==> src/rtl/core/dts_pkg.sv <==
// ----------------------------------------------------------------------------
// dts_pkg
// Shared widths, defaults and codes for the deadline tick scheduler.
// ----------------------------------------------------------------------------
package dts_pkg;

  // Default parameter values
  localparam int unsigned DEF_TIME_WIDTH  = 64;
  localparam int unsigned DEF_COUNT_WIDTH = 32;

  // Fixed port field widths
  localparam int unsigned ACTION_W   = 2;
  localparam int unsigned NOW_W      = 64;
  localparam int unsigned DUE_W      = 32;
  localparam int unsigned SKIP_W     = 32;
  localparam int unsigned OUT_DATA_W = DUE_W + SKIP_W;

  // Configuration port
  localparam int unsigned CFG_IDX_W  = 2;
  localparam int unsigned CFG_DATA_W = 64;

  localparam logic [CFG_IDX_W-1:0] REG_TICK_PERIOD   = 2'd0;
  localparam logic [CFG_IDX_W-1:0] REG_CATCHUP_LIMIT = 2'd1;

  // Register defaults
  localparam logic [CFG_DATA_W-1:0] DEFAULT_PERIOD = 64'd1000000;
  localparam logic [CFG_DATA_W-1:0] DEFAULT_LIMIT  = 64'd1;

  // Action codes carried in tuser
  typedef enum logic [ACTION_W-1:0] {
    ACT_START = 2'd0,
    ACT_STOP  = 2'd1,
    ACT_QUERY = 2'd2,
    ACT_NONE  = 2'd3
  } action_e;

endpackage

==> src/rtl/core/dts_addsub.sv <==
// ----------------------------------------------------------------------------
// dts_addsub
// Shared adder/subtractor; every time step of the scheduler goes through it.
// ----------------------------------------------------------------------------
module dts_addsub #(
  parameter int unsigned W = 65
) (
  input  logic [W-1:0] a_i,
  input  logic [W-1:0] b_i,
  input  logic         sub_i,
  output logic [W-1:0] sum_o
);

  logic [W-1:0] b_inv;

  assign b_inv = sub_i ? ~b_i : b_i;
  assign sum_o = a_i + b_inv + W'(sub_i);

endmodule

==> src/rtl/core/dts_cfg.sv <==
// ----------------------------------------------------------------------------
// dts_cfg
// Period and catch-up limit registers; zero writes fall back to defaults.
// ----------------------------------------------------------------------------
module dts_cfg import dts_pkg::*; #(
  parameter int unsigned TIME_WIDTH  = DEF_TIME_WIDTH,
  parameter int unsigned COUNT_WIDTH = DEF_COUNT_WIDTH
) (
  input  logic                   clk_i,
  input  logic                   rst_ni,
  input  logic                   cfg_we_i,
  input  logic [CFG_IDX_W-1:0]   cfg_index_i,
  input  logic [CFG_DATA_W-1:0]  cfg_wdata_i,
  output logic [TIME_WIDTH-1:0]  period_o,
  output logic [COUNT_WIDTH-1:0] limit_o
);

  function automatic logic [TIME_WIDTH-1:0] fix_period(input logic [CFG_DATA_W-1:0] v);
    logic [TIME_WIDTH-1:0] p;
    p = v[TIME_WIDTH-1:0];
    if (p == '0) begin
      p = DEFAULT_PERIOD[TIME_WIDTH-1:0];
    end
    if (p == '0) begin
      p = TIME_WIDTH'(1);
    end
    return p;
  endfunction

  function automatic logic [COUNT_WIDTH-1:0] fix_limit(input logic [CFG_DATA_W-1:0] v);
    logic [COUNT_WIDTH-1:0] l;
    l = v[COUNT_WIDTH-1:0];
    if (l == '0) begin
      l = DEFAULT_LIMIT[COUNT_WIDTH-1:0];
    end
    return l;
  endfunction

  logic [TIME_WIDTH-1:0]  period_q;
  logic [COUNT_WIDTH-1:0] limit_q;

  always_ff @(posedge clk_i or negedge rst_ni) begin
    if (!rst_ni) begin
      period_q <= fix_period(DEFAULT_PERIOD);
      limit_q  <= fix_limit(DEFAULT_LIMIT);
    end else if (cfg_we_i) begin
      case (cfg_index_i)
        REG_TICK_PERIOD:   period_q <= fix_period(cfg_wdata_i);
        REG_CATCHUP_LIMIT: limit_q  <= fix_limit(cfg_wdata_i);
        default: ;
      endcase
    end
  end

  assign period_o = period_q;
  assign limit_o  = limit_q;

endmodule

==> src/rtl/core/deadline_tick_scheduler_core.sv <==
// ----------------------------------------------------------------------------
// deadline_tick_scheduler_core
// Tick scheduler: start/stop/query beats against a wrapping deadline.
// ----------------------------------------------------------------------------
//
//  channel   dir  payload
//  s_axis    in   tuser = action (2b), tdata = now_time (64b)
//  m_axis    out  tdata = due_ticks [31:0], skipped_ticks [63:32]
//  cfg       in   we / index / wdata, 0 = tick_period, 1 = catchup_limit
//
//  Start sets deadline = now + period; stop, ignored codes and a query while
//  stopped go straight to the result; a query that is not due ends after now -
//  deadline. A due query runs the restoring divide, one quotient bit per cycle
//  through the shared adder/subtractor, then counts and advances the deadline.
//  Reset: stopped, deadline 0, period 1000000, limit 1.
//  The result sits in an output register; the next input beat is taken while
//  it waits, and the sequencer holds its finished result until that frees up.
//
module deadline_tick_scheduler_core import dts_pkg::*; #(
  parameter int unsigned TIME_WIDTH  = DEF_TIME_WIDTH,
  parameter int unsigned COUNT_WIDTH = DEF_COUNT_WIDTH
) (
  input  logic                  clk_i,
  input  logic                  rst_ni,
  // input stream
  input  logic                  s_axis_tvalid_i,
  output logic                  s_axis_tready_o,
  input  logic [NOW_W-1:0]      s_axis_tdata_i,   // [63:0] now_time
  input  logic [ACTION_W-1:0]   s_axis_tuser_i,   // [1:0] action
  // result stream
  output logic                  m_axis_tvalid_o,
  input  logic                  m_axis_tready_i,
  output logic [OUT_DATA_W-1:0] m_axis_tdata_o,   // [31:0] due_ticks, [63:32] skipped_ticks
  // configuration
  input  logic                  cfg_we_i,
  input  logic [CFG_IDX_W-1:0]  cfg_index_i,
  input  logic [CFG_DATA_W-1:0] cfg_wdata_i
);

  localparam int unsigned TW   = TIME_WIDTH;
  localparam int unsigned CW   = COUNT_WIDTH;
  localparam int unsigned AW   = TW + 1;
  localparam int unsigned XW   = ((TW > CW) ? TW : CW) + 1;
  localparam int unsigned CNTW = $clog2(TW);

  typedef enum logic [8:0] {
    ST_IDLE  = 9'b000000001,
    ST_START = 9'b000000010,
    ST_DIFF  = 9'b000000100,
    ST_DIV   = 9'b000001000,
    ST_COUNT = 9'b000010000,
    ST_ADV1  = 9'b000100000,
    ST_ADV2  = 9'b001000000,
    ST_FIX   = 9'b010000000,
    ST_DONE  = 9'b100000000
  } state_e;

  state_e state_q, state_d;

  logic [TW-1:0] period;
  logic [CW-1:0] limit;

  dts_cfg #(
    .TIME_WIDTH (TW),
    .COUNT_WIDTH(CW)
  ) u_cfg (
    .clk_i      (clk_i),
    .rst_ni     (rst_ni),
    .cfg_we_i   (cfg_we_i),
    .cfg_index_i(cfg_index_i),
    .cfg_wdata_i(cfg_wdata_i),
    .period_o   (period),
    .limit_o    (limit)
  );

  // scheduler state
  logic          running_q;
  logic [TW-1:0] deadline_q;

  // per-beat working registers
  logic [TW-1:0]   now_q;
  logic [TW-1:0]   quo_q;   // dividend shifts out, quotient shifts in
  logic [TW-1:0]   rem_q;
  logic [TW-1:0]   tmp_q;
  logic [CNTW-1:0] cnt_q;
  logic            sat_q;
  logic [CW-1:0]   raw_q;
  logic [CW-1:0]   due_q;
  logic [CW-1:0]   skip_q;

  // output register
  logic                  out_valid_q;
  logic [OUT_DATA_W-1:0] out_data_q;

  // shared adder/subtractor
  logic [AW-1:0] alu_a, alu_b, alu_sum;
  logic          alu_sub;
  logic          alu_neg;

  dts_addsub #(.W(AW)) u_alu (
    .a_i  (alu_a),
    .b_i  (alu_b),
    .sub_i(alu_sub),
    .sum_o(alu_sum)
  );

  assign alu_neg = alu_sum[TW];

  logic [TW-1:0] period_shl;
  assign period_shl = period << CW;   // period * 2^CW, wraps like the deadline

  always_comb begin
    alu_a   = '0;
    alu_b   = '0;
    alu_sub = 1'b0;
    case (state_q)
      ST_START: begin
        alu_a = {1'b0, now_q};
        alu_b = {1'b0, period};
      end
      ST_DIFF, ST_FIX: begin
        alu_a   = {1'b0, now_q};
        alu_b   = {1'b0, deadline_q};
        alu_sub = 1'b1;
      end
      ST_DIV: begin
        alu_a   = {rem_q, quo_q[TW-1]};
        alu_b   = {1'b0, period};
        alu_sub = 1'b1;
      end
      ST_ADV1: begin
        // saturated: deadline + (2^CW)*period, then minus period below
        // otherwise: now - rem, then plus period below
        if (sat_q) begin
          alu_a = {1'b0, deadline_q};
          alu_b = {1'b0, period_shl};
        end else begin
          alu_a   = {1'b0, now_q};
          alu_b   = {1'b0, rem_q};
          alu_sub = 1'b1;
        end
      end
      ST_ADV2: begin
        alu_a   = {1'b0, tmp_q};
        alu_b   = {1'b0, period};
        alu_sub = sat_q;
      end
      default: ;
    endcase
  end

  // tick count from the quotient
  logic          cnt_sat;
  logic [CW-1:0] cnt_raw;
  logic [CW-1:0] cnt_due;

  assign cnt_sat = XW'(quo_q) >= XW'({CW{1'b1}});
  assign cnt_raw = cnt_sat ? {CW{1'b1}} : CW'(quo_q) + CW'(1);
  assign cnt_due = (raw_q > limit) ? limit : raw_q;

  logic s_fire, m_fire, out_free;
  assign s_fire   = s_axis_tvalid_i && s_axis_tready_o;
  assign m_fire   = m_axis_tvalid_o && m_axis_tready_i;
  assign out_free = !out_valid_q || m_axis_tready_i;

  assign s_axis_tready_o = (state_q == ST_IDLE);

  always_comb begin
    state_d = state_q;
    case (state_q)
      ST_IDLE: begin
        if (s_fire) begin
          case (action_e'(s_axis_tuser_i))
            ACT_START: state_d = ST_START;
            ACT_QUERY: state_d = running_q ? ST_DIFF : ST_DONE;
            default:   state_d = ST_DONE;
          endcase
        end
      end
      ST_START: state_d = ST_DONE;
      ST_DIFF:  state_d = alu_neg ? ST_DONE : ST_DIV;
      ST_DIV:   state_d = (cnt_q == '0) ? ST_COUNT : ST_DIV;
      ST_COUNT: state_d = ST_ADV1;
      ST_ADV1:  state_d = ST_ADV2;
      ST_ADV2:  state_d = ST_FIX;
      ST_FIX:   state_d = alu_neg ? ST_DONE : ST_START;   // deadline not past now: re-arm
      ST_DONE:  state_d = out_free ? ST_IDLE : ST_DONE;
      default:  state_d = ST_IDLE;
    endcase
  end

  // control state
  always_ff @(posedge clk_i or negedge rst_ni) begin
    if (!rst_ni) begin
      state_q     <= ST_IDLE;
      running_q   <= 1'b0;
      deadline_q  <= '0;
      out_valid_q <= 1'b0;
    end else begin
      state_q <= state_d;
      if (state_q == ST_IDLE && s_fire &&
          action_e'(s_axis_tuser_i) == ACT_STOP) begin
        running_q  <= 1'b0;
        deadline_q <= '0;
      end
      if (state_q == ST_START) begin
        running_q  <= 1'b1;
        deadline_q <= alu_sum[TW-1:0];
      end
      if (state_q == ST_ADV2) begin
        deadline_q <= alu_sum[TW-1:0];
      end
      if (state_q == ST_DONE && out_free) begin
        out_valid_q <= 1'b1;
      end else if (m_fire) begin
        out_valid_q <= 1'b0;
      end
    end
  end

  // datapath
  always_ff @(posedge clk_i) begin
    case (state_q)
      ST_IDLE: begin
        if (s_fire) begin
          now_q  <= s_axis_tdata_i[TW-1:0];
          due_q  <= '0;
          skip_q <= '0;
        end
      end
      ST_DIFF: begin
        quo_q <= alu_sum[TW-1:0];
        rem_q <= '0;
        cnt_q <= CNTW'(TW - 1);
      end
      ST_DIV: begin
        cnt_q <= cnt_q - CNTW'(1);
        if (!alu_neg) begin
          rem_q <= alu_sum[TW-1:0];
          quo_q <= {quo_q[TW-2:0], 1'b1};
        end else begin
          rem_q <= {rem_q[TW-2:0], quo_q[TW-1]};
          quo_q <= {quo_q[TW-2:0], 1'b0};
        end
      end
      ST_COUNT: begin
        sat_q <= cnt_sat;
        raw_q <= cnt_raw;
      end
      ST_ADV1: begin
        tmp_q  <= alu_sum[TW-1:0];
        due_q  <= cnt_due;
        skip_q <= raw_q - cnt_due;
      end
      ST_DONE: begin
        if (out_free) begin
          out_data_q <= {SKIP_W'(skip_q), DUE_W'(due_q)};
        end
      end
      default: ;
    endcase
  end

  assign m_axis_tvalid_o = out_valid_q;
  assign m_axis_tdata_o  = out_data_q;

endmodule
==> config.mk <==
export PLATFORM = sky130hd
export DESIGN_NAME = deadline_tick_scheduler_core
export DESIGN_NICKNAME = d
export VERILOG_FILES = /design/src/rtl/core/dts_pkg.sv /design/src/rtl/core/dts_addsub.sv /design/src/rtl/core/dts_cfg.sv /design/src/rtl/core/deadline_tick_scheduler_core.sv
export SDC_FILE = /design/constraint.sdc
export NUM_CORES = 1
export LEC_CHECK = 0
export ABC_AREA = 1
export BUFFER_PORTS_ARGS = -buffer_cell sky130_fd_sc_hd__buf_2
export CAP_MARGIN = 30
export CORE_MARGIN = 1.5
export CORE_UTILIZATION = 47
export DETAILED_ROUTE_END_ITERATION = 10
export GPL_TIMING_DRIVEN = 0
export MAX_ROUTING_LAYER = met4
export PLACE_DENSITY = 0.64
export RECOVER_POWER = 50
export SLEW_MARGIN = 20
export SYNTH_ARGS = -nofsm -noshare
export SYNTH_HDL_FRONTEND = slang
export SYNTH_SLANG_ARGS = --single-unit
export TNS_END_PERCENT = 5
==> constraint.sdc <==
create_clock -name clk_i -period 9.43 [get_ports clk_i]
set_input_delay 2.3575 -clock clk_i [delete_from_list [all_inputs] [get_ports clk_i]]
set_output_delay 2.3575 -clock clk_i [all_outputs]
set_load 0.01 [all_outputs]
==> metrics.md, run 1 <==
| Metric | Value |
|---|---|
| Outcome | `complete, but fails checks` |
| Failing checks | `capacitance limit, slew limit` |
| Mapped Area | `0.0331 mm^2` |
| Nets | `4331` |
| Hold_ws | `0.414 ns` |
| Crit path DAT | `8.67 ns` |
| Rel. slew slack | `-1.69` |
| FP Rows | `97` |
| CTS tree | `done` |
| Post-synth EDFFs | `423` |
| Vias post-DR | `29400` |
| Final period util | `0.880` |
| Adder-Cell Fraction of Synth Area | `0.0497` |
| First-pass GRT wire length | `183000 um` |
| CP required | `9.81 ns` |
| Avg Cell Area, Syn | `8.78 um^2` |
| Die Footprint | `0.0719 mm^2` |
| Drt total wl | `127000 um` |
| Layout area overhead | `14.4%` |
| Vias/cell | `5.80` |
| Top post-synthesis cells by area | `edfxtp_1 38%, dfrtp_1 12%, nand2_1 9.7%, o21ai_0 5.2%, ha_1 4.8%` |
| Max Cap Viol | `9` |
| DR pass1 iterations | `9` |
| Unique masters post-synth | `60` |
| GRT overflow | `0` |
| Storage element area | `0.0170 mm^2` |
| # IOs | `203` |
| Fin cells | `5066` |
| CTS Buf Count | `68` |
| CTS Sinks | `594` |
| Yosys warning total | `0` |
| Area of the multi-input gates | `0.0139 mm^2` |
| Crit. End Element | `flop` |
| Hold Vio Cnt, Final | `0` |
| Synth Register Bits | `594` |
| Core Region | `0.0698 mm^2` |
| Residual DRC | `0` |
| Port Buf Inserts | `202` |
| Avg WL per Cell | `25.1 um` |
| Cell with the most instances after synthesis | `nand2_1` |
| Fin crit period | `8.29 ns` |
| Post-cts resize count | `0` |
| Pwr/cell area | `206 mW/mm^2` |
| Clk_lat worst skew | `0.63 ns` |
| Worst setup path class | `reg2reg` |
| CTS max path bufs | `3` |
| Post-DP HPWL | `99100 um` |
| Measured slew at the worst slew-check pin | `4.04 ns` |
| Launch point of the worst reg-to-reg path | `state_q[3]` |
| Largest net degree at the start of global routing | `68` |
| Final core occ | `0.542` |
| Leakage | `16.4 nW` |
| Starting Density | `0.474` |
| Share of flip-flops with an asynchronous set or reset | `0.288` |
| CP startpoint | `state_q[3]` |
| Die Y | `268 um` |
| Post-synthesis compound-gate area fraction | `0.136` |
| Top cells by count, synth | `857 x nand2_1, 423 x edfxtp_1, 411 x inv_1, 345 x o21ai_0, 320 x nor2_1` |
| RSZ-0062 raised after global routing | `no` |
| Antenna violation net count after detailed routing | `0` |
| Syn Nets | `4034` |
| Max Clock Skew | `0.0335 ns` |
| Share of post-route cells with drive strength above 1 | `0.0993` |
| Worst VDD drop | `0.140 mV` |
| GP Congestion | `1.02` |
| Min-delay src | `skip_q[20]` |
| Post-CTS Setup Bufs | `0` |
| Max Transition Viols Final | `363` |
| CTS hold repair buffers | `0` |
| Yosys top cell area share | `0.384` |
| Setup Viol. Count Final | `0` |
| Critical Path Source Type | `flop` |
| Fmax | `0.121 GHz` |
| Seq/Total Area, Yosys | `0.514` |
| H-tree depth | `3` |
| Initial antenna violation count | `7` |
| Synth Area in XOR/XNOR | `0.0334` |
| Top FF cell, synth | `edfxtp_1` |
| Initial DRC Count | `3496` |
| Placed cells | `4933` |
| Vias in the first global route | `28100` |
| Reg clk slew, reported paths | `0.07 ns` |
| CP max FO | `27` |
| CTS root buf | `clkbuf_16` |
| Filler Cell Count | `6603` |
| Gr usage total | `0.365` |
| Largest family of logic cells by synthesized area | `simple AND/OR/NAND/NOR gates` |
| Mux cell area share after synthesis | `0.00121` |
| Die width | `268 um` |
| Post-synthesis simple-gate area fraction | `0.200` |
| Syn Inst Count | `3767` |
| Dominant cell type by area after synthesis | `edfxtp_1` |
| Min-delay worst type | `reg2reg` |
-- per-layer routing --
layer  track usage  up-vias  wire, um  share of wire
met3        0.0821      387     13600           0.11
met5             -        -         0              0
met1         0.455    13800     49300           0.39
li1              -    13500         -              -
met4         0.226        0      8990          0.071
met2         0.538     1681     55300           0.43
-- final cells by class --
| cell class | count | area share |
|---|---|---|
| Sequential cell | 594 | 0.449 |
| Tap cell | 940 | 0.0311 |
| Multi-Input combinational cell | 2613 | 0.367 |
| Clock buffer | 85 | 0.0491 |
| Buffer | 144 | 0.0160 |
| Inverter | 416 | 0.0413 |
| Timing Repair Buffer | 227 | 0.0331 |
| Antenna cell | 8 | 0.000529 |
| Clock inverter | 39 | 0.0129 |
-- worst paths after layout --
path	depth (start not counted)	slack, ns	to
min in group asynchronous	1	2.54	u_cfg.limit_o[22]
min	0	0.41	m_axis_tdata_o[52]
max in group asynchronous	2	2.00	deadline_q[32]
max reg2reg	25	1.14	rem_q[59]
min reg2reg	0	0.41	m_axis_tdata_o[52]
max	25	1.14	rem_q[59]
-- metrics by stage --
stage	TNS [ns]	setup WS [ns]	area (um^2)	power (W)
finish	0	1.14	37800	0.00781
global route	0	0.953	37800	0.00811
CTS	0	2.40	38000	0.00780
detailed placement	0	2.40	35700	0.00501
global placement	-2.66	-0.421	35200	0.00497
floorplan	0	3.85	33100	0.00440
-- placed cells by master (no fill, tap or decap), types with 11 or more instances in the layout --
master,Yosys,final
nand2_1,857,857
edfxtp_1,423,423
inv_1,411,411
o21ai_0,345,345
nor2_1,320,325
a21oi_1,249,249
buf_2,13,213
dfrtp_1,162,162
nand3_1,146,148
clkbuf_1,119,145
ha_1,128,128
xor2_1,88,88
nand4_1,83,83
clkbuf_16,0,70
nor3_1,42,42
xnor2_1,38,38
nor4_1,34,34
o22ai_1,34,34
nand2_2,29,28
a22oi_1,28,28
a21o_1,22,22
o21a_1,20,20
o311ai_0,19,19
a31oi_1,15,15
o211ai_1,12,12
o221ai_1,11,11
-- worst max-delay path: stages (launching register included) --
cell and delay [ns]:
dfrtp_1 0.40, nor2_1 0.22, nand3_1 0.23, nor2_1 1.11, clkbuf_1 0.72, clkbuf_1 1.62, buf_12 0.31, buf_12 0.24
nand3_1 0.10, nand4_1 0.18, ha_1 0.31, nand2_1 0.11, inv_1 0.06, a21oi_1 0.23, nor2_1 0.10, nor2_1 0.17
o21ai_0 0.09, a21oi_1 0.23, o21ai_4 0.17, a21oi_1 0.22, nand2_1 0.07, nand2_1 0.25, buf_2 0.53, nand3_1 0.18
nand2_1 0.09, inv_1 0.04
-- where the power goes --
group	total (W)	switching, W	leakage, nW	internal (W)
combinational	0.00148	0.00104	9.34	0.000445
sequential	0.00351	0.000237	5.95	0.00327
clock	0.00282	0.00116	1.14	0.00166
-- flip-flops by register name, summed over array words and instances (netlist names), 64 cells and up --
name,flops
deadline_q,64
m_axis_tdata_o,64
now_q,64
quo_q,64
rem_q,64
tmp_q,64
u_cfg.period_o,64
-- cell families after synthesis --
logic type                 Yosys count
muxes                                4
xor gates and xnor gates           126
adders and majority gates          130
buffers and inverters              560
and+or+nand+nor                   1553
AOI/OAI and AO/OA                  800
DFF                                594
Power figures use the tool's default switching activity.
==> inputs of run 2 (changes only) <==
--- a/config.mk
+++ b/config.mk
@@ -8,12 +8,14 @@
 export ABC_AREA = 1
 export BUFFER_PORTS_ARGS = -buffer_cell sky130_fd_sc_hd__buf_2
 export CAP_MARGIN = 30
+export CELL_PAD_IN_SITES_DETAIL_PLACEMENT = 1
+export CELL_PAD_IN_SITES_GLOBAL_PLACEMENT = 1
 export CORE_MARGIN = 1.5
 export CORE_UTILIZATION = 47
 export DETAILED_ROUTE_END_ITERATION = 10
 export GPL_TIMING_DRIVEN = 0
 export MAX_ROUTING_LAYER = met4
-export PLACE_DENSITY = 0.64
+export PLACE_DENSITY = 0.8
 export RECOVER_POWER = 50
 export SLEW_MARGIN = 20
 export SYNTH_ARGS = -nofsm -noshare
==> run 2 against run 1 <==
  * The run still ends with capacitance limit, slew limit left
  * Sequential share of layout area increased by 0.092 points
  * Combinational power up 4%
  * First-iteration DRC count shrank 18%
  * Worst setup slack better by 0.25 ns
  * Critical path depth is 2 lower
  * Design area is 0.21% lower
  * Register-to-register slack improved by 0.25 ns
  * Largest cell class unchanged
==> metrics.md, run 2 (synthesis gave the netlist of run 1 again) <==
| Metric | Value |
|---|---|
| Antenna violation net count after detailed routing | `0` |
| Share of post-route cells with drive strength above 1 | `0.0971` |
| Reg-to-reg slack, setup | `1.38 ns` |
| Hold_ws | `0.418 ns` |
| Post-DP HPWL | `105000 um` |
| Fmax | `0.124 GHz` |
| Largest net degree at the start of global routing | `91` |
| Pre-CTS setup slack | `2.19 ns` |
| FF-to-FF path depth | `23` |
| Max Transition Viols Final | `290` |
| Clk_lat worst skew | `0.63 ns` |
| Vias post-DR | `30100` |
| GP Congestion | `1.01` |
| Post-CTS Setup Bufs | `0` |
| Commonest non-fill, non-tap cell in the layout | `nand2_1` |
| Failing checks | `capacitance limit, slew limit` |
| Core Region | `0.0698 mm^2` |
| Crit path largest cell delay | `0.82 ns` |
| Crit. End Element | `flop` |
| Max stage delay cell, worst path | `clkbuf_1` |
| DR pass1 iterations | `5` |
| Avg WL per Cell | `26.6 um` |
| CTS tree | `done` |
| CP required | `9.79 ns` |
| FP Rows | `97` |
| Leakage | `16.4 nW` |
| Min-delay worst type | `reg2reg` |
| CP max FO | `10` |
| RSZ-0062 raised after global routing | `no` |
| GRT overflow | `0` |
| CTS root buf | `clkbuf_16` |
| Pwr/cell area | `206 mW/mm^2` |
| Max Cap Viol | `9` |
| Worst setup path class | `reg2reg` |
| Die width | `268 um` |
| Fin cells | `5062` |
| Initial DRC Count | `2864` |
| Layout area overhead | `14.2%` |
| Reg clk slew, reported paths | `0.06 ns` |
| Hold depth | `0` |
| Rel. slew slack | `-1.53` |
| Storage element area | `0.0170 mm^2` |
| Port Buf Inserts | `202` |
| H-tree depth | `3` |
| Hold Vio Cnt, Final | `0` |
| Area of the multi-input gates | `0.0139 mm^2` |
| Most frequent cells in the layout | `857 x nand2_1, 423 x edfxtp_1, 411 x inv_1` |
| Gr usage total | `0.383` |
| # IOs | `203` |
| Reg-to-Reg End | `rem_q[34]` |
| First-pass GRT wire length | `194000 um` |
| Crit path cell chain | `nor2_1 -> nand2_2 -> nor2_1 -> nand2_1 -> nand3_1 -> clkbuf_1 -> buf_1 -> nand2_1 -> o211ai_1 -> xor2_1 -> ha_1 -> nand2_1 -> nor2_1 -> inv_1 -> nor4_1 -> a21oi_1 -> o21ai_0 -> a21oi_1 -> or2_2 -> nand2_1 -> inv_1 -> nor2_1 -> a21oi_1` |
| CTS Sinks | `594` |
| Vias in the first global route | `30600` |
| Fin crit period | `8.05 ns` |
| Crit path DAT | `8.41 ns` |
| Measured slew at the worst slew-check pin | `3.79 ns` |
| Worst Hold Path EP | `m_axis_tdata_o[17]` |
| Setup ws final | `1.38 ns` |
| Max Clock Skew | `0.0361 ns` |
| Drt total wl | `135000 um` |
| CTS max path bufs | `3` |
| Outcome | `complete, but fails checks` |
| Post-cts resize count | `0` |
| Starting Density | `0.474` |
| Setup Viol. Count Final | `0` |
| Initial antenna violation count | `7` |
| Vias/cell | `5.94` |
| Filler Cell Count | `8337` |
| Placed cells | `4932` |
| Worst VDD drop | `0.152 mV` |
| CTS Buf Count | `68` |
| Residual DRC | `0` |
| Die Y | `268 um` |
| Final period util | `0.853` |
| Die Footprint | `0.0719 mm^2` |
| Nets | `4331` |
| CTS hold repair buffers | `0` |
| Min-delay src | `due_q[17]` |
| Critical Path Source Type | `flop` |
| Launch point of the worst reg-to-reg path | `state_q[5]` |
run 2: worst max-delay path, delay by kind of cell, from the launching register on:
kind | cells | cell delay (ns)
XOR/XNOR | 1 | 0.13
flip-flops | 1 | 0.42
adder cells (fa/ha/maj) | 1 | 0.43
AND/OR/NAND/NOR | 12 | 3.79
buffers and inverters | 4 | 1.73
AO/OA/AOI/OAI | 5 | 1.25
run 2: how the worst max path moves through the flow:
stage / from / end / slack (ns) / cells after the start
global placement: state_q[3] / rem_q[59] / -0.03 / 23
global route: state_q[3] / rem_q[34] / 1.32 / 21
finish: state_q[5] / rem_q[34] / 1.38 / 23
detailed placement: state_q[3] / rem_q[59] / 2.19 / 30
CTS: state_q[3] / rem_q[59] / 2.14 / 30
floorplan: state_q[3] / rem_q[57] / 3.85 / 24
run 2: area by class of cell:
cell class | count | area share
antenna | 3 | 0.000199
buffer | 144 | 0.0161
clock buffer | 91 | 0.0507
clock inverter | 34 | 0.00872
inverter | 416 | 0.0414
multi-input combinational | 2613 | 0.368
sequential | 594 | 0.450
tap | 940 | 0.0312
timing repair buffer | 227 | 0.0338
run 2: power breakdown:
group          leakage (nW)  internal, W  switching (W)  total [W]
Clock                  1.09      0.00153        0.00116    0.00269
Sequential             5.95      0.00327       0.000263    0.00354
Combinational          9.33     0.000452        0.00108    0.00154
run 2: per-stage QoR:
step                      setup TNS (ns)  power [W]  utilization  instance area, um^2
after global placement           -0.0447    0.00499        0.505                35200
after CTS                              0    0.00777        0.543                37900
final                                  0    0.00776        0.541                37700
after floorplan                        0    0.00440            -                33100
after global routing                   0    0.00804        0.541                37700
after detailed placement               0    0.00508        0.511                35700
run 2: per-layer routing:
layer,wire (um),share of wire,GRT usage,vias up
li1,-,-,-,13500
met1,50200,0.37,0.440,14900
met2,63600,0.47,0.618,1354
met3,9720,0.072,0.0571,393
met4,11000,0.082,0.267,0
met5,0,0,-,-
